**src/hdl/cps_pkg.sv**
```systemverilog
// ---------------------------------------------------------------------------
// cps_pkg
// Shared types and constants for the cycle period statistics block: sample
// and snapshot layouts, and the constant reciprocals for the ns-to-us divide.
// ---------------------------------------------------------------------------
package cps_pkg;

  localparam int PERIOD_W = 48;
  localparam int REQ_W    = 32;
  localparam int ACC_W    = 64;

  // rounding: q = (|ns| + 500) / 1000, done as ((x >> 3) / 125) in two chunks
  localparam int NS_PER_US = 1000;
  localparam int HALF_US   = NS_PER_US / 2;
  localparam int PRE_SHIFT = 3;
  localparam int DIV_REM   = NS_PER_US >> PRE_SHIFT;

  localparam int MAG_W = PERIOD_W;
  localparam int Y_W   = MAG_W - PRE_SHIFT;
  localparam int YL_W  = 24;
  localparam int YH_W  = Y_W - YL_W;
  localparam int QH_W  = 15;
  localparam int REM_W = 7;
  localparam int V_W   = REM_W + YL_W;
  localparam int Q_W   = QH_W + YL_W;
  localparam int QB_W  = 19;
  localparam int QA_W  = Q_W - QB_W;

  localparam int HI_K  = 29;
  localparam int LO_K  = 38;
  localparam int HR_W  = 23;
  localparam int LR_W  = 32;
  localparam int HP_W  = YH_W + HR_W;
  localparam int LP_W  = V_W + LR_W;

  localparam logic [HR_W-1:0] HI_RECIP =
    HR_W'(((64'd1 << HI_K) + 64'(DIV_REM) - 64'd1) / 64'(DIV_REM));
  localparam logic [LR_W-1:0] LO_RECIP =
    LR_W'(((64'd1 << LO_K) + 64'(DIV_REM) - 64'd1) / 64'(DIV_REM));

  typedef struct packed {
    logic signed [PERIOD_W-1:0] cyc_period;
    logic signed [PERIOD_W-1:0] wake_late;
    logic                       overrun_flag;
    logic                       clamp_flag;
    logic [REQ_W-1:0]           win_req;
  } sample_t;

  typedef struct packed {
    sample_t        smp;
    logic           neg;
    logic [Q_W-1:0] mag_us;
  } round_t;

  typedef struct packed {
    sample_t                 smp;
    logic [ACC_W-1:0]        square;
    logic signed [ACC_W-1:0] delta_us;
  } sq_t;

  typedef struct packed {
    logic [ACC_W-1:0]           sample_count;
    logic signed [ACC_W-1:0]    period_sum_us;
    logic [ACC_W-1:0]           period_square_sum;
    logic [ACC_W-1:0]           overrun_count;
    logic [ACC_W-1:0]           clamp_count;
    logic signed [PERIOD_W-1:0] window_min_period;
    logic signed [PERIOD_W-1:0] window_max_period;
    logic signed [PERIOD_W-1:0] window_max_lateness;
    logic [REQ_W-1:0]           window_number;
  } stats_t;

endpackage

```
**src/hdl/cps_square.sv**
```systemverilog
// ---------------------------------------------------------------------------
// cps_square
// Two-stage pipeline: partial products of the rounded magnitude, then the
// square modulo 2^64 and the signed microsecond increment.
// ---------------------------------------------------------------------------
module cps_square (
  input  logic             clk,
  input  logic             rst_n,
  input  logic             in_valid,
  output logic             in_ready,
  input  cps_pkg::round_t  in_data,
  output logic             out_valid,
  input  logic             out_ready,
  output cps_pkg::sq_t     out_data
);
  import cps_pkg::*;

  logic s5_v_r, s6_v_r;
  logic rdy5, rdy6;

  logic [QA_W-1:0]        qa;
  logic [QB_W-1:0]        qb;
  sample_t                s5_smp_r;
  logic                   s5_neg_r;
  logic [Q_W-1:0]         s5_q_r;
  logic [2*QA_W-1:0]      s5_hh_r;
  logic [QA_W+QB_W-1:0]   s5_hl_r;
  logic [2*QB_W-1:0]      s5_ll_r;

  logic [ACC_W-1:0]       square;
  logic [ACC_W-1:0]       delta;
  sq_t                    s6_r;

  assign rdy6     = !s6_v_r || out_ready;
  assign rdy5     = !s5_v_r || rdy6;
  assign in_ready = rdy5;

  always_ff @(posedge clk) begin
    if (!rst_n) begin
      s5_v_r <= 1'b0;
      s6_v_r <= 1'b0;
    end else begin
      if (rdy5) s5_v_r <= in_valid;
      if (rdy6) s6_v_r <= s5_v_r;
    end
  end

  assign qa = in_data.mag_us[Q_W-1:QB_W];
  assign qb = in_data.mag_us[QB_W-1:0];

  assign square = (ACC_W'(s5_hh_r) << (2 * QB_W))
                + (ACC_W'(s5_hl_r) << (QB_W + 1))
                + ACC_W'(s5_ll_r);
  assign delta  = s5_neg_r ? (~ACC_W'(s5_q_r) + ACC_W'(1)) : ACC_W'(s5_q_r);

  always_ff @(posedge clk) begin
    if (in_valid && rdy5) begin
      s5_smp_r <= in_data.smp;
      s5_neg_r <= in_data.neg;
      s5_q_r   <= in_data.mag_us;
      s5_hh_r  <= (2*QA_W)'(qa) * (2*QA_W)'(qa);
      s5_hl_r  <= (QA_W+QB_W)'(qa) * (QA_W+QB_W)'(qb);
      s5_ll_r  <= (2*QB_W)'(qb) * (2*QB_W)'(qb);
    end
    if (s5_v_r && rdy6) begin
      s6_r.smp      <= s5_smp_r;
      s6_r.square   <= square;
      s6_r.delta_us <= delta;
    end
  end

  assign out_valid = s6_v_r;
  assign out_data  = s6_r;

endmodule

```
**config.mk**
```make
export PLATFORM = sky130hd
export DESIGN_NAME = cps_square
export DESIGN_NICKNAME = d
export VERILOG_FILES = /design/src/hdl/cps_pkg.sv /design/src/hdl/cps_square.sv
export SDC_FILE = /design/constraint.sdc
export NUM_CORES = 2
export LEC_CHECK = 0
export BUFFER_PORTS_ARGS = -buffer_cell sky130_fd_sc_hd__buf_2
export CAP_MARGIN = 20
export CELL_PAD_IN_SITES_DETAIL_PLACEMENT = 1
export CELL_PAD_IN_SITES_GLOBAL_PLACEMENT = 1
export CORE_AREA = 8 8 245 423
export CTS_BUF_LIST = sky130_fd_sc_hd__clkbuf_8
export DETAILED_ROUTE_END_ITERATION = 8
export DIE_AREA = 0 0 253 431
export PLACE_DENSITY = 0.83
export SYNTH_ARGS = -nofsm -noshare
export SYNTH_HDL_FRONTEND = slang
export SYNTH_SLANG_ARGS = --single-unit
export TNS_END_PERCENT = 30
```
**constraint.sdc**
```tcl
create_clock -name clk -period 15.4 [get_ports clk]
set_clock_uncertainty 0.15 [all_clocks]
set_input_delay 1.54 -clock clk [delete_from_list [all_inputs] [get_ports clk]]
set_output_delay 1.54 -clock clk [all_outputs]
set_load 0.01 [all_outputs]
```
==> results.json <==
{
  "min_delay_worst_endpoint": "out_data[252]$_DFFE_PP_",
  "grt_start_max_net_pins": 168,
  "ios": 434,
  "max_stage_delay_ns": 0.81,
  "row_count": 152,
  "fp.dieArea_um2": 109000,
  "cts-htree-levels": 3,
  "arrival_ns": 9.64,
  "fmax_mhz": 109,
  "rr_startpoint": "s5_q_r[9]$_DFFE_PP_",
  "yosys_warnings": 0,
  "die_h_um": 431,
  "synthArstFlopShare_pct": 0,
  "path_cells": "buf_2 > inv_1 > nor2_1 > fa_1 > fa_1 > fa_1 > fa_1 > inv_1 > fa_1 > fa_1 > inv_1 > ha_1 > a21o_1 > a21oi_1 > nand2_1 > nor3b_1 > nor2_1 > a221o_1 > or4b_2 > nand3_1",
  "worstReg2RegEnd": "out_data[37]$_DFFE_PP_",
  "rsz0062_at_grt": "no",
  "cts_tree": "built",
  "ant_nets": 0,
  "ys.flop_type": "edfxtp_1",
  "reg2regPathDepth": 8,
  "yosysMostFrequentCell": "inv_1",
  "worst_pin_slew_ns": 1.16,
  "cts_hold_buf": 0,
  "run_status": "completed",
  "worstSetupEndpointType": "flip-flop",
  "synth_commonest_cells": "1017 x inv_1, 761 x fa_1, 525 x edfxtp_1",
  "netlist_top_cells_area": "edfxtp_1 32%, fa_1 31%, ha_1 9.4%",
  "clock_sinks": 527,
  "cp_slowest_cell": "a21oi_1",
  "synth_edf_count": 525,
  "wl_per_cell_um": 28.2,
  "globalRouteOverflowTotal": 0,
  "dp_hpwl_um": 122000,
  "synthCells": 4408,
  "whs_path_depth": 0,
  "cp_max_fo": 31,
  "syn_nets": 5713,
  "setup_viol": 0,
  "fin_cells": 6177,
  "hold_class": "reg2reg",
  "cts_made_buffers": 79,
  "cp.buffers_inverters": 4,
  "relSlewSlack_pct": 22.3,
  "viasPerCell": 5.78,
  "core_um2": 97800,
  "slew_viol_final": 0,
  "setup_tns_ns": 0,
  "drt_iter0_drc": 2399,
  "grt.total_usage_pct": 31.9,
  "hold_start": "s5_smp_r[124]$_DFFE_PP_",
  "fin_crit_ns": 9.15,
  "firstDrtPassIters": 8,
  "synth-seq-cells": 527,
  "startpoint_type": "input pin",
  "hold_viol_final": 0,
  "dp_cells": 6023,
  "worstSetupPathType": "in2reg",
  "io_buffers": 432,
  "area_delta_synth_final_pct": 10.5,
  "gp_congestion": 0.912,
  "postCtsSetupBuffers": 0,
  "antenna_found_initial": 18,
  "cp_top_family": "adder cells",
  "drc": 0,
  "initial_core_util_pct": 50.4,
  "cpMostUsedCell": "fa_1",
  "final_nets": 6102,
  "clock_latency_ns": 0.80,
  "wirelength_um": 174000,
  "critPathRequiredTime_ns": 15.89,
  "r2r_slack_ns": 9.88,
  "syn_area_um2": 49300,
  "drive_above_1_share_pct": 12.5,
  "finalCritPeriodShare_pct": 59.4,
  "avgSynthCellArea_um2": 11.2,
  "cap_viol_max_count": 0,
  "cts_resized": 0,
  "clk_pin_slew_worst_paths_ns": 0.08,
  "cts_root_buffer": "clkbuf_8",
  "grt_pass1_wl_um": 258000,
  "netlist.area_leader.share_pct": 32.0,
  "yosysTopAreaCell": "edfxtp_1",
  "synth.distinct_cells": 70,
  "yosysSeqAreaShare_pct": 32.1,
  "grt_pass1_vias": 41966,
  "cts_buffer_depth": 3,
  "via_count": 35689,
  "dieWidth_um": 253
}
-- cell usage in the layout, fill, tap and decap left out, types with 107 or more instances in the layout --
master and n:
nand2_1 377, xnor2_1 148, and2_1 349, fa_1 761, a21oi_1 107, nor2_1 112, ha_1 370, inv_1 1038
edfxtp_1 525, buf_2 432
-- sequential cells by signal, summed over array words and instances, names as in the netlist --
name,flops
s5_hh_r,24
s5_neg_r,1
s5_ll_r,36
out_valid,1
out_data,256
s5_smp_r,130
s5_v_r,1
s5_hl_r,39
s5_q_r,39
-- how the worst max path moves through the flow --
stage | from | slack (ns) | depth (start not counted) | to
floorplan | out_ready | 1.43 | 2 | out_data[100]$_DFFE_PP_
global placement | in_data[3] | 6.05 | 21 | s5_ll_r[37]$_DFFE_PP_
detailed placement | in_data[3] | 5.94 | 21 | s5_ll_r[37]$_DFFE_PP_
CTS | in_data[3] | 6.61 | 21 | s5_ll_r[37]$_DFFE_PP_
global route | in_data[3] | 6.21 | 20 | s5_ll_r[34]$_DFFE_PP_
finish | in_data[3] | 6.25 | 20 | s5_ll_r[34]$_DFFE_PP_
-- per-layer routing --
layer  share of wire (%)  vias to the layer above  track usage, %
met5               0.029                        -               0
met4                  10                        8            28.0
met3                 7.6                      836            7.75
met2                  52                     2001            57.5
met1                  30                    18320            29.5
li1                    -                    14524               -
-- cell type report --
cell class	instances	area [um^2]
clock buffer	85	1170
clock inverter	56	462
fill	10623	43300
multi-input combinational	2701	29100
timing repair buffer	471	2490
antenna	11	27.5
tap	1309	1640
inverter	1017	3820
sequential	527	15800
-- metrics by stage --
| step | hold WS [ns] | utilization [%] | cell area [um^2] | setup slack [ns] |
|---|---|---|---|---|
| detailed placement | 0.256 | 54.0 | 52800 | 5.94 |
| global placement | 0.251 | 54.0 | 52800 | 6.05 |
| CTS | 0.256 | 55.7 | 54400 | 6.61 |
| finish | 0.255 | 55.7 | 54500 | 6.25 |
| floorplan | 0.250 | - | 49300 | 1.43 |
| global route | 0.276 | 55.7 | 54500 | 6.21 |
-- cell families after synthesis --
logic type	after synthesis	share of synthesized area, %
xor gates and xnor gates	183	3.25
muxes	3	0.0634
other	1	0.00761
AOI/OAI and AO/OA	391	5.21
DFF	527	32.1
adders and majority gates	1131	40.3
buffers and inverters	1180	9.01
and+or+nand+nor	992	10.1
Power is left out: the tool's default activity adds up to more than one toggle a clock period on the data nets, which glitch-free logic cannot reach.
