===== src/hdl/cps_pkg.sv =====
// ---------------------------------------------------------------------------
// cps_pkg
// Shared types and constants for the cycle period statistics block: sample
// and snapshot layouts, and the constant reciprocals for the ns-to-us divide.
// ---------------------------------------------------------------------------
package cps_pkg;

  localparam int PERIOD_W = 48;
  localparam int REQ_W    = 32;
  localparam int ACC_W    = 64;

  // rounding: q = (|ns| + 500) / 1000, done as ((x >> 3) / 125) in two chunks
  localparam int NS_PER_US = 1000;
  localparam int HALF_US   = NS_PER_US / 2;
  localparam int PRE_SHIFT = 3;
  localparam int DIV_REM   = NS_PER_US >> PRE_SHIFT;

  localparam int MAG_W = PERIOD_W;
  localparam int Y_W   = MAG_W - PRE_SHIFT;
  localparam int YL_W  = 24;
  localparam int YH_W  = Y_W - YL_W;
  localparam int QH_W  = 15;
  localparam int REM_W = 7;
  localparam int V_W   = REM_W + YL_W;
  localparam int Q_W   = QH_W + YL_W;
  localparam int QB_W  = 19;
  localparam int QA_W  = Q_W - QB_W;

  localparam int HI_K  = 29;
  localparam int LO_K  = 38;
  localparam int HR_W  = 23;
  localparam int LR_W  = 32;
  localparam int HP_W  = YH_W + HR_W;
  localparam int LP_W  = V_W + LR_W;

  localparam logic [HR_W-1:0] HI_RECIP =
    HR_W'(((64'd1 << HI_K) + 64'(DIV_REM) - 64'd1) / 64'(DIV_REM));
  localparam logic [LR_W-1:0] LO_RECIP =
    LR_W'(((64'd1 << LO_K) + 64'(DIV_REM) - 64'd1) / 64'(DIV_REM));

  typedef struct packed {
    logic signed [PERIOD_W-1:0] cyc_period;
    logic signed [PERIOD_W-1:0] wake_late;
    logic                       overrun_flag;
    logic                       clamp_flag;
    logic [REQ_W-1:0]           win_req;
  } sample_t;

  typedef struct packed {
    sample_t        smp;
    logic           neg;
    logic [Q_W-1:0] mag_us;
  } round_t;

  typedef struct packed {
    sample_t                 smp;
    logic [ACC_W-1:0]        square;
    logic signed [ACC_W-1:0] delta_us;
  } sq_t;

  typedef struct packed {
    logic [ACC_W-1:0]           sample_count;
    logic signed [ACC_W-1:0]    period_sum_us;
    logic [ACC_W-1:0]           period_square_sum;
    logic [ACC_W-1:0]           overrun_count;
    logic [ACC_W-1:0]           clamp_count;
    logic signed [PERIOD_W-1:0] window_min_period;
    logic signed [PERIOD_W-1:0] window_max_period;
    logic signed [PERIOD_W-1:0] window_max_lateness;
    logic [REQ_W-1:0]           window_number;
  } stats_t;

endpackage


===== src/hdl/cps_round.sv =====
// ---------------------------------------------------------------------------
// cps_round
// Four-stage pipeline rounding the period to microseconds, half away from
// zero: magnitude and high-chunk reciprocal multiply, remainder, low-chunk
// reciprocal multiply, quotient assembly.
// ---------------------------------------------------------------------------
module cps_round (
  input  logic              clk,
  input  logic              rst_n,
  input  logic              in_valid,
  output logic              in_ready,
  input  cps_pkg::sample_t  in_data,
  output logic              out_valid,
  input  logic              out_ready,
  output cps_pkg::round_t   out_data
);
  import cps_pkg::*;

  logic s1_v_r, s2_v_r, s3_v_r, s4_v_r;
  logic rdy1, rdy2, rdy3, rdy4;

  sample_t s1_smp_r, s2_smp_r, s3_smp_r, s4_smp_r;
  logic    s2_neg_r, s3_neg_r, s4_neg_r;

  logic [MAG_W-1:0]  mag;
  logic [MAG_W-1:0]  biased;
  logic [Y_W-1:0]    scaled;
  logic [HP_W-1:0]   prod_h;
  logic [HP_W-1:0]   s2_prod_r;
  logic [YH_W-1:0]   s2_yh_r;
  logic [YL_W-1:0]   s2_yl_r;

  logic [QH_W-1:0]   qh;
  logic [YH_W-1:0]   rem_full;
  logic [QH_W-1:0]   s3_qh_r, s4_qh_r;
  logic [V_W-1:0]    s3_low_r;

  logic [LP_W-1:0]   prod_l;
  logic [LP_W-1:0]   s4_prod_r;

  assign rdy4     = !s4_v_r || out_ready;
  assign rdy3     = !s3_v_r || rdy4;
  assign rdy2     = !s2_v_r || rdy3;
  assign rdy1     = !s1_v_r || rdy2;
  assign in_ready = rdy1;

  always_ff @(posedge clk) begin
    if (!rst_n) begin
      s1_v_r <= 1'b0;
      s2_v_r <= 1'b0;
      s3_v_r <= 1'b0;
      s4_v_r <= 1'b0;
    end else begin
      if (rdy1) s1_v_r <= in_valid;
      if (rdy2) s2_v_r <= s1_v_r;
      if (rdy3) s3_v_r <= s2_v_r;
      if (rdy4) s4_v_r <= s3_v_r;
    end
  end

  // stage 1: magnitude + half, scale down by 8, high chunk times reciprocal
  assign mag    = s1_smp_r.cyc_period[PERIOD_W-1] ?
                  (~s1_smp_r.cyc_period + MAG_W'(1)) : s1_smp_r.cyc_period;
  assign biased = mag + MAG_W'(HALF_US);
  assign scaled = biased[MAG_W-1:PRE_SHIFT];
  assign prod_h = HP_W'(scaled[Y_W-1:YL_W]) * HP_W'(HI_RECIP);

  // stage 2: high quotient and remainder
  assign qh       = s2_prod_r[HP_W-1:HI_K];
  assign rem_full = s2_yh_r - YH_W'(qh) * YH_W'(DIV_REM);

  // stage 3: low chunk times reciprocal
  assign prod_l = LP_W'(s3_low_r) * LP_W'(LO_RECIP);

  always_ff @(posedge clk) begin
    if (in_valid && rdy1) begin
      s1_smp_r <= in_data;
    end
    if (s1_v_r && rdy2) begin
      s2_smp_r  <= s1_smp_r;
      s2_neg_r  <= s1_smp_r.cyc_period[PERIOD_W-1];
      s2_yh_r   <= scaled[Y_W-1:YL_W];
      s2_yl_r   <= scaled[YL_W-1:0];
      s2_prod_r <= prod_h;
    end
    if (s2_v_r && rdy3) begin
      s3_smp_r <= s2_smp_r;
      s3_neg_r <= s2_neg_r;
      s3_qh_r  <= qh;
      s3_low_r <= {rem_full[REM_W-1:0], s2_yl_r};
    end
    if (s3_v_r && rdy4) begin
      s4_smp_r  <= s3_smp_r;
      s4_neg_r  <= s3_neg_r;
      s4_qh_r   <= s3_qh_r;
      s4_prod_r <= prod_l;
    end
  end

  assign out_valid       = s4_v_r;
  assign out_data.smp    = s4_smp_r;
  assign out_data.neg    = s4_neg_r;
  assign out_data.mag_us = {s4_qh_r, s4_prod_r[LO_K+YL_W-1:LO_K]};

endmodule


===== config.mk =====
export PLATFORM = sky130hd
export DESIGN_NAME = cps_round
export DESIGN_NICKNAME = d
export VERILOG_FILES = /design/src/hdl/cps_pkg.sv /design/src/hdl/cps_round.sv
export SDC_FILE = /design/constraint.sdc
export NUM_CORES = 2
export LEC_CHECK = 0
export ABC_AREA = 1
export BUFFER_PORTS_ARGS = -buffer_cell sky130_fd_sc_hd__buf_2
export CAP_MARGIN = 10
export CORE_MARGIN = 2
export CORE_UTILIZATION = 60
export DETAILED_ROUTE_END_ITERATION = 6
export HOLD_SLACK_MARGIN = 0.02
export PLACE_DENSITY = 0.81
export REMOVE_ABC_BUFFERS = 1
export SLEW_MARGIN = 15
export SYNTH_ARGS = -nofsm -noshare
export SYNTH_HDL_FRONTEND = slang
export SYNTH_SLANG_ARGS = --single-unit

===== constraint.sdc =====
create_clock -name clk -period 17.98 [get_ports clk]
set_input_delay 2.697 -clock clk [delete_from_list [all_inputs] [get_ports clk]]
set_output_delay 2.697 -clock clk [all_outputs]
set_load 0.01 [all_outputs]

==> impl_metrics.env <==
export IMPL_status="finished with violations"
export IMPL_violations="design-rule violations"
export IMPL_cp_max_fo=79
export IMPL_first_global_vias=29990
export IMPL_timing_final_crit_period_ps=8346
export IMPL_setup_viol=0
export IMPL_maxCapViolations=0
export IMPL_min_path_type="reg2reg"
export IMPL_syn2layout_area_growth_pct=11.09
export IMPL_synth_area_mm2=0.04472
export IMPL_clock_latency_ps=610
export IMPL_cts_setup_buffers=0
export IMPL_core_mm2=0.07407
export IMPL_gp_congestion=0.9563
export IMPL_r2r_start="s1_smp_r[129]$_DFFE_PP_"
export IMPL_synth_warnings=0
export IMPL_io_buffer_count=305
export IMPL_first_pass_iters=7
export IMPL_cts_hold_buf=0
export IMPL_drv_slew=0
export IMPL_synth_enable_flop_cells=651
export IMPL_arrival_ps=8710
export IMPL_die_area_mm2=0.07673
export IMPL_pin_count=306
export IMPL_wl_per_cell_um=19.86
export IMPL_dp_cells=5185
export IMPL_rrSetupSlack_ps=9630
export IMPL_worst_pin_slew_ps=1028
export IMPL_syn_avg_cell_area_um2=11.44
export IMPL_overflow=0
export IMPL_timing_fmax_ghz=0.1198
export IMPL_fillers=5468
export IMPL_drt_total_wl_um=105400
export IMPL_r2r_end="s2_prod_r[42]$_DFFE_PP_"
export IMPL_cp_slowest_stage_delay_ps=740
export IMPL_cp_slowest_cell="xnor2_1"
export IMPL_rr_worst_depth=35
export IMPL_post_route_period_util_pct=46.42
export IMPL_yosysUniqueCellTypes=49
export IMPL_drcViolationCount=6
export IMPL_synth_most_common_cell="inv_1"
export IMPL_syn_inst=3910
export IMPL_worstSetupEndpointType="flop"
export IMPL_cp_required_ps=18340
export IMPL_grt_util_all_layers_pct=28.51
export IMPL_vias_per_cell=5.347
export IMPL_synth_area_leaders="edfxtp_1 (44%), fa_1 (17%), ha_1 (16%)"
export IMPL_dieHeight_um=277
export IMPL_cts_buffers=68
export IMPL_drtIter0Drc=2266
export IMPL_crit_type="reg2reg"
export IMPL_yosysSeqAreaShare_pct=43.89
export IMPL_ant_nets=0
export IMPL_clk_pin_slew_worst_paths_ps=60
export IMPL_rsz0062_at_grt="no"
export IMPL_drive_above_1_share_pct=11.75
export IMPL_cts_root_buffer_cell="clkbuf_16"
export IMPL_path_common_cell="inv_1"
export IMPL_yosysTopAreaCell="edfxtp_1"
export IMPL_hold_viol_final=0
export IMPL_cts_resized=0
export IMPL_cts_tree="done"
export IMPL_dr_total_vias=28390
export IMPL_ys_flop_type="edfxtp_1"
export IMPL_final_net_count=5371
export IMPL_dp_hpwl_um=83440
export IMPL_yosys_area_top_type_share_pct=43.72
export IMPL_antenna_found_initial=8
export IMPL_die_w_um=277
export IMPL_std_cell_rows=100
export IMPL_grt_max_degree=80
export IMPL_whs_path_depth=0
export IMPL_cts_buffer_depth=3
export IMPL_ys_ff_latch=655
export IMPL_grt_pass1_wl_um=167100
export IMPL_cp_start_kind="flop"
export IMPL_maxSlewHeadroom_pct=31.44
export IMPL_fin_skew_ps=23.86
export IMPL_fin_cells=5309
export IMPL_worstHoldStart="s2_smp_r[36]$_DFFE_PP_"
export IMPL_hold_end="s3_smp_r[36]$_DFFE_PP_"
export IMPL_clock_sinks=655
export IMPL_finalSetupTns_ps=0
export IMPL_start_util_pct=60.37
export IMPL_synth_async_reset_ratio_pct=0
export IMPL_ys_top_cells_by_count="inv_1 (936), edfxtp_1 (651), ha_1 (565)"
export IMPL_htree_levels=3
[layout by cell type, fill, tap and decap left out, types with 8 or more instances in the layout]
master     instances
nor2_1           238
nand3_1          101
nand3_2            8
nor4_1             9
clkinv_1          11
o21ai_0           75
a31oi_1           19
ha_1             565
buf_2            305
inv_2             10
xnor2_1           31
buf_4             11
nor2_4            12
nand2_1          507
o21a_1             8
fa_1             386
edfxtp_1         651
inv_1            934
clkinv_2          12
clkbuf_16         69
xor2_1            63
a21oi_1          110
nand4_1           24
nor2_2            24
o21bai_1          12
nand3b_1          12
nor3_1            13
clkbuf_1           9
nand2_2           27
[state kept, by name, indices dropped and copies added, names as in the netlist, 7 cells and up]
register   count
out_data     130
s1_smp_r     130
s2_prod_r     15
s2_smp_r     130
s2_yh_r        7
s2_yl_r       24
s3_low_r      31
s3_qh_r       15
s3_smp_r     130
s4_prod_r     24
s4_qh_r       15
[worst max-delay path by stage]
stage	startpoint	endpoint	slack (ps)	cells past startpoint
6_report	s1_smp_r[129]$_DFFE_PP_	s2_prod_r[42]$_DFFE_PP_	9630	35
5_1_grt	s1_smp_r[129]$_DFFE_PP_	s2_prod_r[36]$_DFFE_PP_	9160	34
4_1_cts	s1_smp_r[129]$_DFFE_PP_	s2_prod_r[36]$_DFFE_PP_	9750	34
2_1_floorplan	out_ready	out_data[100]$_DFFE_PP_	7450	2
3_3_place_gp	s1_smp_r[129]$_DFFE_PP_	s2_prod_r[36]$_DFFE_PP_	9810	34
3_5_place_dp	s1_smp_r[129]$_DFFE_PP_	s2_prod_r[36]$_DFFE_PP_	9810	34
[through the flow]
step | area, um2 | setup WS [ps] | util, % | hold WS [ps]
floorplan | 44650 | 7447 | - | 400.3
detailed placement | 47490 | 9807 | 64.12 | 404.5
CTS | 49660 | 9745 | 67.04 | 403.3
global route | 49680 | 9160 | 67.07 | 410.0
finish | 49680 | 9634 | 67.07 | 400.5
global placement | 47490 | 9811 | 64.12 | 400.2
[cell type report]
class,instances,area (um2),share of cell area (%)
Tap cell,969,1212,2.441
Sequential cell,655,19630,39.51
Antenna cell,7,17.52,0.03526
Clock buffer,78,1760,3.544
Timing Repair Buffer,316,1609,3.239
Multi-Input combinational cell,2298,21480,43.23
Inverter,947,3567,7.181
Clock inverter,39,405.4,0.8161
[worst max-delay path, delay by kind of cell, from the launching register on]
kind	cells	cell delay, ps
AOI/OAI and AO/OA	5	830
DFF	1	340
buffers and inverters	8	1300
adders and majority gates	7	3280
xor gates and xnor gates	1	740
and+or+nand+nor	14	1550
[logic make-up after synthesis]
| group | after synthesis | synth area share, % |
|---|---|---|
| AOI/OAI and AO/OA | 260 | 3.313 |
| and+or+nand+nor | 992 | 9.687 |
| buffers and inverters | 957 | 8.114 |
| DFF | 655 | 43.89 |
| adders and majority gates | 951 | 33.09 |
| xor gates and xnor gates | 95 | 1.903 |
[metal layers]
metal  routed length [um]  share of wire, %  global-route usage [%]  vias to the layer above
met5                   13             0.012                       0                        -
met4                 4397               4.2                   11.37                        2
met3                 5659               5.4                   3.206                      231
met2                53400                51                   50.12                      918
met1                41960                40                   36.26                    13820
li1                     -                 -                       -                    13420
Power is left out: the tool's default activity adds up to more than one toggle a clock period on the data nets, which glitch-free logic cannot reach.
