`config.mk`:
```
export PLATFORM = sky130hd
export DESIGN_NAME = cps_accum
export DESIGN_NICKNAME = d
export VERILOG_FILES = /design/src/hdl/cps_pkg.sv /design/src/hdl/cps_accum.sv
export SDC_FILE = /design/constraint.sdc
export NUM_CORES = 1
export LEC_CHECK = 0
export BUFFER_PORTS_ARGS = -buffer_cell sky130_fd_sc_hd__buf_2
export CORE_AREA = 2 2 292 294
export CTS_BUF_LIST = sky130_fd_sc_hd__clkbuf_4 sky130_fd_sc_hd__clkbuf_8 sky130_fd_sc_hd__clkbuf_16
export DETAILED_ROUTE_END_ITERATION = 6
export DIE_AREA = 0 0 294 296
export REMOVE_ABC_BUFFERS = 1
export SLEW_MARGIN = 20
export SYNTH_ARGS = -nofsm -noshare
export SYNTH_HDL_FRONTEND = slang
export SYNTH_SLANG_ARGS = --single-unit
```
`constraint.sdc`:
```
create_clock -name clk -period 4.6 [get_ports clk]
set_input_delay 0.69 -clock clk [delete_from_list [all_inputs] [get_ports clk]]
set_output_delay 0.69 -clock clk [all_outputs]
set_load 0.05 [all_outputs]
```
`src/hdl/cps_pkg.sv`:
```
// ---------------------------------------------------------------------------
// cps_pkg
// Shared types and constants for the cycle period statistics block: sample
// and snapshot layouts, and the constant reciprocals for the ns-to-us divide.
// ---------------------------------------------------------------------------
package cps_pkg;

  localparam int PERIOD_W = 48;
  localparam int REQ_W    = 32;
  localparam int ACC_W    = 64;

  // rounding: q = (|ns| + 500) / 1000, done as ((x >> 3) / 125) in two chunks
  localparam int NS_PER_US = 1000;
  localparam int HALF_US   = NS_PER_US / 2;
  localparam int PRE_SHIFT = 3;
  localparam int DIV_REM   = NS_PER_US >> PRE_SHIFT;

  localparam int MAG_W = PERIOD_W;
  localparam int Y_W   = MAG_W - PRE_SHIFT;
  localparam int YL_W  = 24;
  localparam int YH_W  = Y_W - YL_W;
  localparam int QH_W  = 15;
  localparam int REM_W = 7;
  localparam int V_W   = REM_W + YL_W;
  localparam int Q_W   = QH_W + YL_W;
  localparam int QB_W  = 19;
  localparam int QA_W  = Q_W - QB_W;

  localparam int HI_K  = 29;
  localparam int LO_K  = 38;
  localparam int HR_W  = 23;
  localparam int LR_W  = 32;
  localparam int HP_W  = YH_W + HR_W;
  localparam int LP_W  = V_W + LR_W;

  localparam logic [HR_W-1:0] HI_RECIP =
    HR_W'(((64'd1 << HI_K) + 64'(DIV_REM) - 64'd1) / 64'(DIV_REM));
  localparam logic [LR_W-1:0] LO_RECIP =
    LR_W'(((64'd1 << LO_K) + 64'(DIV_REM) - 64'd1) / 64'(DIV_REM));

  typedef struct packed {
    logic signed [PERIOD_W-1:0] cyc_period;
    logic signed [PERIOD_W-1:0] wake_late;
    logic                       overrun_flag;
    logic                       clamp_flag;
    logic [REQ_W-1:0]           win_req;
  } sample_t;

  typedef struct packed {
    sample_t        smp;
    logic           neg;
    logic [Q_W-1:0] mag_us;
  } round_t;

  typedef struct packed {
    sample_t                 smp;
    logic [ACC_W-1:0]        square;
    logic signed [ACC_W-1:0] delta_us;
  } sq_t;

  typedef struct packed {
    logic [ACC_W-1:0]           sample_count;
    logic signed [ACC_W-1:0]    period_sum_us;
    logic [ACC_W-1:0]           period_square_sum;
    logic [ACC_W-1:0]           overrun_count;
    logic [ACC_W-1:0]           clamp_count;
    logic signed [PERIOD_W-1:0] window_min_period;
    logic signed [PERIOD_W-1:0] window_max_period;
    logic signed [PERIOD_W-1:0] window_max_lateness;
    logic [REQ_W-1:0]           window_number;
  } stats_t;

endpackage

```
`src/hdl/cps_accum.sv`:
```
// ---------------------------------------------------------------------------
// cps_accum
// Statistics state and result register: window tracking, extremes and the
// wrapping 64-bit accumulators. The state itself is the published snapshot.
// ---------------------------------------------------------------------------
module cps_accum (
  input  logic             clk,
  input  logic             rst_n,
  input  logic             in_valid,
  output logic             in_ready,
  input  cps_pkg::sq_t     in_data,
  output logic             out_valid,
  input  logic             out_ready,
  output cps_pkg::stats_t  out_data
);
  import cps_pkg::*;

  stats_t stats_r, stats_nxt;
  logic   out_valid_r;
  logic   take;
  logic   new_win;

  assign in_ready = !out_valid_r || out_ready;
  assign take     = in_valid && in_ready;
  assign new_win  = (in_data.smp.win_req != stats_r.window_number)
                 || (stats_r.sample_count == '0);

  always_comb begin
    stats_nxt = stats_r;
    if (take) begin
      if (new_win) begin
        stats_nxt.window_number       = in_data.smp.win_req;
        stats_nxt.window_min_period   = in_data.smp.cyc_period;
        stats_nxt.window_max_period   = in_data.smp.cyc_period;
        stats_nxt.window_max_lateness = in_data.smp.wake_late;
      end else begin
        if ($signed(in_data.smp.cyc_period) < $signed(stats_r.window_min_period))
          stats_nxt.window_min_period = in_data.smp.cyc_period;
        if ($signed(in_data.smp.cyc_period) > $signed(stats_r.window_max_period))
          stats_nxt.window_max_period = in_data.smp.cyc_period;
        if ($signed(in_data.smp.wake_late) > $signed(stats_r.window_max_lateness))
          stats_nxt.window_max_lateness = in_data.smp.wake_late;
      end
      stats_nxt.sample_count      = stats_r.sample_count + ACC_W'(1);
      stats_nxt.period_sum_us     = stats_r.period_sum_us + in_data.delta_us;
      stats_nxt.period_square_sum = stats_r.period_square_sum + in_data.square;
      stats_nxt.overrun_count     = stats_r.overrun_count
                                  + ACC_W'(in_data.smp.overrun_flag);
      stats_nxt.clamp_count       = stats_r.clamp_count
                                  + ACC_W'(in_data.smp.clamp_flag);
    end
  end

  always_ff @(posedge clk) begin
    if (!rst_n) begin
      stats_r     <= '0;
      out_valid_r <= 1'b0;
    end else begin
      stats_r <= stats_nxt;
      if (in_ready) out_valid_r <= in_valid;
    end
  end

  assign out_valid = out_valid_r;
  assign out_data  = stats_r;

endmodule
```
==> results of run 1 <==
cell usage in the layout (no fill, tap or decap), types with 8 or more instances in the layout:
cell,netlist,routed
nand2_1,360,359
and3_1,52,52
dfxtp_1,497,497
buf_12,0,9
ha_1,275,275
a21o_1,147,147
clkbuf_8,0,14
clkbuf_16,0,60
clkinv_2,0,12
and2_1,29,28
a31oi_1,22,22
nor2b_1,11,11
nor2_1,346,345
o31ai_1,15,15
buf_2,12,759
inv_1,202,202
or3_1,49,49
o211ai_1,10,10
xor2_1,140,140
buf_4,2,21
nand4_1,111,111
diode_2,0,19
a21boi_0,8,8
xnor2_1,147,147
o21a_1,18,18
a211oi_1,23,23
nand3_1,193,193
o21ai_0,260,258
or2_2,8,8
nand2b_1,14,14
clkbuf_4,0,10
nor3_1,28,27
o21bai_1,20,20
and4_1,20,20
a21oi_1,404,404
nor4_1,25,25
mux2i_1,88,88
through the flow:
stage | setup WS, ps | instances | utilization | power, W | hold slack, ps
CTS | 984.5 | 5617 | 0.4421 | 0.01423 | 252.3
finish | 883.0 | 5636 | 0.4426 | 0.01413 | 303.3
detailed placement | 479.8 | 5506 | 0.4174 | 0.009243 | 458.7
global placement | 543.6 | 5506 | 0.4174 | 0.009229 | 456.7
floorplan | -3943 | 3627 | - | 0.008021 | 675.0
global route | 658.3 | 5630 | 0.4425 | 0.01482 | 285.1
how the worst min path moves through the flow:
stage	slack, ps	depth (start not counted)	startpoint	endpoint
finish	300	3	in_data[137]	out_data[9]$_SDFFE_PN0P_
global route	290	3	in_data[148]	out_data[20]$_SDFFE_PN0P_
CTS	250	3	in_data[137]	out_data[9]$_SDFFE_PN0P_
detailed placement	460	2	out_data[367]$_SDFFE_PN0P_	out_data[367]$_SDFFE_PN0P_
global placement	460	2	out_data[384]$_SDFFE_PN0P_	out_data[384]$_SDFFE_PN0P_
floorplan	680	2	out_data[367]$_SDFFE_PN0P_	out_data[367]$_SDFFE_PN0P_
synth_stat cells (all sizes together) (4+ instances only):
library cell | count | area [sq um]
a211oi | 24 | 185.2
a221oi | 4 | 35.03
nor2b | 11 | 68.82
mux2i | 88 | 880.8
clkbuf | 157 | 589.3
a211o | 4 | 35.03
a21oi | 404 | 2022
inv | 203 | 762.0
nand4 | 113 | 728.2
a31oi | 22 | 137.6
a22o | 4 | 35.03
nand3b | 4 | 30.03
or2 | 8 | 50.05
nand2b | 14 | 87.58
o21bai | 20 | 150.1
or3 | 49 | 306.5
and3 | 52 | 325.3
a21o | 147 | 1104
and2 | 29 | 181.4
xnor2 | 147 | 1287
nand3 | 193 | 965.9
o22ai | 4 | 25.02
o21a | 18 | 135.1
a21boi | 9 | 67.57
or4 | 8 | 63.81
a22oi | 4 | 30.03
a41oi | 4 | 35.03
nor3 | 33 | 196.4
a221o | 4 | 40.04
xor2 | 140 | 1226
o21ai | 267 | 1336
dfxtp | 497 | 9950
nor4 | 27 | 190.2
o2111ai | 4 | 35.03
o31ai | 16 | 125.1
o221a | 5 | 56.30
buf | 30 | 135.1
and4 | 21 | 186.4
ha | 275 | 3441
o211ai | 10 | 75.07
nor2 | 346 | 1299
nand2 | 361 | 1358
power by group:
| part | leakage (nW) | internal, W | switching, W |
|---|---|---|---|
| Clock | 1.02 | 0.00291 | 0.00202 |
| Combinational | 12.2 | 0.00140 | 0.00296 |
| Sequential | 4.06 | 0.00459 | 0.000238 |
| Total | 17.3 | 0.00890 | 0.00522 |
worst max-delay path: stages (launching register included):
cell	delay, ps
dfxtp_1	400
ha_1	280
a211oi_1	310
o21ai_0	270
a221oi_1	540
o21ai_0	240
a41oi_1	420
a21oi_1	220
o31ai_1	450
o221a_2	300
o21a_1	120
o311ai_1	80
sequential cells by signal, summed over array words and instances, names as in the netlist:
register	count
out_valid	1
out_data	496
layout make-up:
class | count | area [sq um]
fillers | 8583 | 46940
multi-input cells | 2927 | 18930
flip-flops and latches | 497 | 9950
repair buffers | 789 | 4136
clock buffers | 84 | 1769
well taps | 1090 | 1364
inverters | 203 | 769.5
clock inverters | 27 | 310.3
diodes | 19 | 47.55
cells by family after synthesis:
| family | after synthesis | share of synthesized area |
|---|---|---|
| AND/OR/NAND/NOR | 1275 | 0.2009 |
| XOR/XNOR | 287 | 0.08292 |
| AO/OA/AOI/OAI | 1000 | 0.1950 |
| multiplexers | 88 | 0.02906 |
| adder cells (fa/ha/maj) | 277 | 0.1148 |
| flip-flops | 497 | 0.3282 |
| buffers and inverters | 390 | 0.04904 |
per-layer routing:
metal | share of wire | global-route usage | vias up
met3 | 0.081 | 0.06910 | 192
met4 | 0.035 | 0.09047 | 26
met5 | 0.0015 | 0 | -
met2 | 0.46 | 0.3876 | 847
li1 | - | - | 14830
met1 | 0.42 | 0.2881 | 13920
==> implementation parameters, run 1 <==
Parameter                              Value

Status
  Outcome ... completed

Global routing
  Global-route wire length before repair ... 162.6 mm
  Maximum number of pins on one net before global-route repair ... 185
  GR Overflow Total ... 0
  Number of antenna violations at the first check in global routing ... 32
  Overall Global Routing Usage ... 0.2350
  Via count of the first global-routing pass ... between 20k and 30k

Yosys
  Cell Area, Synth ... ~30000 sq um
  Register bit total from synthesis ... 497
  Fraction of the yosys area taken by sequential cells ... 0.3282
  Top FF cell, synth ... dfxtp_1
  Average size of a mapped cell ... 7.948 sq um
  Async set-reset flop share out of synthesis ... 0
  Yosys warning count ... 0
  Post-synthesis cell count ... roughly 3.8k
  Netlist cell types ... 78
  Post-synth EDFFs ... 0

Critical path
  Critical path start-end classification ... reg2reg
  Critical path arrival ... ~4200 ps
  Startpoint of the most critical setup path ... out_data[369]$_SDFFE_PN0P_
  Kind of end point of the critical path ... register
  Maximum fanout count along the critical path ... 4
  Required time reported for the critical path endpoint ... 5110 ps
  Number of cells on the worst reg-to-reg path ... 11
  Destination of the critical timing path ... out_data[429]$_SDFFE_PN0P_
  Endpoint of the worst register-to-register path ... out_data[429]$_SDFFE_PN0P_
  Startpoint type of the worst setup path ... register
  Internal reg-to-reg setup slack ... between 800 and 900 ps
  Startpoint of the worst register-to-register path ... out_data[369]$_SDFFE_PN0P_

Timing
  RSZ-0062 raised after global routing ... no
  Total setup violations reported at the end of the flow ... 0
  Worst-margin pin slew ... 1026 ps
  Ratio of final minimum period to clock period ... 0.8080
  Rel. slew slack ... 0.3163
  Final total negative setup slack ... 0 ps
  Fin Clk Skew ... ~26 ps
  Highest Clock Rate ... 269.0 MHz
  Hold violation total from the final report ... 0
  Minimum clock period after layout ... roughly 3700 ps
  Final max-slew violation count ... 0

Clock tree
  CTS Root Cell ... clkbuf_16
  Buffers from clock root to sink, at most ... 3
  Number of sinks driven by the clock tree ... slightly below 500
  Total clock buffers created by CTS ... 60
  Clk Latency, worst-skew pair ... 650 ps
  Setup Buffers After CTS ... 0
  CTS Hold Bufs ... 0
  Max H-tree Level ... 2
  Number of cells upsized or downsized after cts ... 0
  TritonCTS clock tree ... built
  Clk pin slew, worst setup/hold paths ... ~60 ps

Floorplan
  Die area ... around 87000 sq um
  Floorplan Core Area ... approximately 84000 sq um
  Starting density of the core ... 0.3600
  Cell Rows ... between 100 and 150
  Chip Height ... a little under 300 um
  IO Count ... 760
  Die extent in x ... slightly below 300 um

Routing
  Number of nets with antenna violations after detailed routing ... 0
  Routed WL ... 108.4 mm
  1st-iter DRT viols ... roughly 1.6k
  Post-route DRC ... 0
  Total number of vias ... roughly 30k
  First-pass DRT Iterations ... 5
  Ratio of routed vias to standard cells ... roughly 5.3
  Routed wire per std cell ... slightly below 20 um

Power and ir drop
  Total leakage power ... 17.27 nW
  Power density normalized to cell area ... around 380 nW/um^2
  Maximum ir drop on the vdd rail ... about 0.31 mV

Cells and area
  Layout net count ... about 5k
  Final design instance area without fill ... roughly 37000 sq um
  Area added between synthesis and finish ... 22.97%
  Layout cell share with drive strength beyond 1 ... 0.2074

Placement
  Placed Instance Area ... between 30000 and 40000 sq um
  Dpl hpwl ... 83.06 mm
  Placer Congestion ... 0.9220
  Port Buf Inserts ... approximately 760

Min path
  Type of the worst min-delay path ... in2reg

Flow run
  Total of max-cap violations ... 0
Note: power is estimated with default switching activity, not from simulation.
==> run 2, diff against run 1 <==
==> constraint.sdc (replaced) <==
create_clock -name clk -period 3.4 [get_ports clk]
set_input_delay 0.51 -clock clk [delete_from_list [all_inputs] [get_ports clk]]
set_output_delay 0.51 -clock clk [all_outputs]
set_load 0.05 [all_outputs]
==> run 2 against run 1 <==
Net effect:
- clock-buffer cell count down 6
- final area increased by 3.9%
- sequential power grew 35%
- total power increased by 41%
- maximum frequency grew 13%
- via count up 2.3%
- largest power group unchanged
- largest cell class unchanged
- routed wire length increased by 1.7%
- worst setup slack worse by 770 ps
==> implementation parameters, run 2 (same netlist as run 1, synthesis figures left out) <==
Parameter                              Value

Critical path
  Startpoint type of the worst setup path ... register
  Kind of end point of the critical path ... register
  Slowest cell delay on critical path ... 400 ps
  Critical path start-end classification ... reg2reg
  Critical path arrival ... 3820 ps
  Required time reported for the critical path endpoint ... a little under 4000 ps
  Critical-path top delay cell ... fa_1
  Maximum fanout count along the critical path ... 3
  Most frequent cell on the critical path ... buf_4
  Cell-by-cell listing of the critical path ... ha_1 -> fa_1 -> a21o_1 -> nand4_1 -> a21oi_2 -> a211oi_4 -> buf_4 -> o41a_1 -> o211ai_1 -> a21oi_1 -> buf_4 -> nor3_2 -> or3_1 -> a32o_1

Clock tree
  Clk pin slew, worst setup/hold paths ... about 60 ps
  Clk Latency, worst-skew pair ... around 650 ps
  CTS Root Cell ... clkbuf_16
  Number of sinks driven by the clock tree ... 497
  Max H-tree Level ... 2
  Total clock buffers created by CTS ... 58
  Buffers from clock root to sink, at most ... 3
  TritonCTS clock tree ... built

Flow run
  Total of max-cap violations ... 0

Cells and area
  Area added between synthesis and finish ... 27.70%
  Layout net count ... just over 5k
  Utilization after layout ... 0.4597
  Finished Layout Cells ... 5781
  Fill cell total of the finished layout ... roughly 8.5k
  Final design instance area without fill ... 38710 sq um
  Layout cell share with drive strength beyond 1 ... 0.2348
  Flip-flop count of the largest register, all copies and words added ... 496
  Most common library cell in the layout ignoring fill and taps ... buf_2
  Commonest cells after routing, fill and taps aside ... 759 x buf_2, 497 x dfxtp_1, 402 x a21oi_1

Global routing
  Global-route wire length before repair ... about 170 mm
  Via count of the first global-routing pass ... approximately 29k
  Number of antenna violations at the first check in global routing ... 30
  Maximum number of pins on one net before global-route repair ... 150
  GR Overflow Total ... 0
  Overall Global Routing Usage ... 0.2392

Floorplan
  IO Count ... 760
  Floorplan Core Area ... 84210 sq um
  Starting density of the core ... 0.3600
  Chip Height ... ~300 um
  Die extent in x ... slightly below 300 um
  Cell Rows ... 107
  Die area ... between 80000 and 90000 sq um

Power and ir drop
  Total leakage power ... 18.13 nW
  Clock network power share ... 0.360
  Fraction of power consumed by sequential logic ... 0.327
  Maximum ir drop on the vdd rail ... approximately 0.36 mV
  Power density normalized to cell area ... a little over 500 nW/um^2
  Comb power frac ... 0.313
  Share of total power consumed by net switching ... 0.3581
  Psw ... around 0.0072 W
  Internal portion of total power ... between 0.01 and 0.015 W

Timing
  Worst hold margin ... ~120 ps
  Hold violation total from the final report ... 0
  Fin Clk Skew ... 41.52 ps
  RSZ-0062 raised after global routing ... yes
  Final max-slew violation count ... 0
  Minimum clock period after layout ... between 3000 and 4000 ps
  Ratio of final minimum period to clock period ... 0.9666
  Worst-margin pin slew ... roughly 800 ps
  Total setup violations reported at the end of the flow ... 0
  Rel. slew slack ... 0.4635
  Final total negative setup slack ... 0 ps
  Highest Clock Rate ... 304.3 MHz

Status
  Outcome ... completed

Placement
  Placed Instance Area ... between 30000 and 40000 sq um
  Port Buf Inserts ... between 700 and 800
  Placer Congestion ... 0.9271
  Dpl hpwl ... 85.51 mm
  Total instance count after detailed placement ... 5657

Routing
  Number of nets with antenna violations after detailed routing ... 0
  Post-route DRC ... 0
  1st-iter DRT viols ... approximately 1.8k
  Routed WL ... roughly 110 mm
  Ratio of routed vias to standard cells ... about 5.3
  Total number of vias ... 30.52k
  Routed wire per std cell ... approximately 19 um
  First-pass DRT Iterations ... 5

Min path
  Type of the worst min-delay path ... in2reg
==> run 2: cell types whose count changed in the layout (fill, tap and decap cells not counted), sizes merged <==
cell / previous run / this run
clkinvlp: 7 / 1
inv: 204 / 205
clkbuf: 84 / 78
bufinv: 4 / 13
diode: 19 / 15
clkinv: 15 / 14
buf: 789 / 941
==> run 2: metal layers <==
metal,vias up,GRT usage,share of wire
met4,24,0.09433,0.037
li1,15130,-,-
met5,-,0,0.0015
met2,963,0.3965,0.46
met1,14200,0.2918,0.42
met3,204,0.06865,0.083
==> run 2: stage by stage <==
step | power, W | setup slack (ps)
floorplan | 0.01085 | -4963
global placement | 0.01282 | -203.6
detailed placement | 0.01282 | -220.7
CTS | 0.02008 | 39.95
global route | 0.02095 | -25.30
finish | 0.01998 | 113.6
==> run 2: what timing repair did <==
| action | CTS | global route |
|---|---|---|
| hold buffers | 0 | 0 |
| gates resized for setup | 0 | 16 |
| setup buffers | 0 | 1 |
| setup endpoints to repair | 0 | 15 |
==> run 2: critical path: cells and delay by family (launching register included) <==
kind / cells / cell delay, ps
AO/OA/AOI/OAI: 7 / 1430
adder cells (fa/ha/maj): 2 / 610
buffers and inverters: 2 / 330
flip-flops: 1 / 320
AND/OR/NAND/NOR: 3 / 480
==> run 2: power by group through the flow <==
stage	Clock, W	Combinational, W	Sequential, W
floorplan	0	0.00296	0.00790
global placement	0	0.00617	0.00665
detailed placement	0	0.00617	0.00666
CTS	0.00734	0.00621	0.00654
global route	0.00756	0.00680	0.00659
finish	0.00719	0.00625	0.00654
==> run 2: final cells by class <==
cell class	instances	area, sq um	share of cell area
Clock inverter	30	525.5	0.01358
Multi-Input combinational cell	2927	19000	0.4909
Inverter	203	769.5	0.01988
Sequential cell	497	9950	0.2570
Tap cell	1090	1364	0.03523
Clock buffer	78	1683	0.04347
Timing Repair Buffer	941	5378	0.1389
Antenna cell	15	37.54	0.0009696
==> run 2: worst paths after layout <==
check                                                 from                    endpoint  slack (ps)  cells after the start
worst max-delay path            out_data[304]$_SDFFE_PN0P_  out_data[364]$_SDFFE_PN0P_         110                     14
worst min-delay path                          in_data[138]   out_data[10]$_SDFFE_PN0P_         120                      3
worst min register to register  out_data[348]$_SDFFE_PN0P_  out_data[348]$_SDFFE_PN0P_         470                      2
worst max register to register  out_data[304]$_SDFFE_PN0P_  out_data[364]$_SDFFE_PN0P_         110                     14
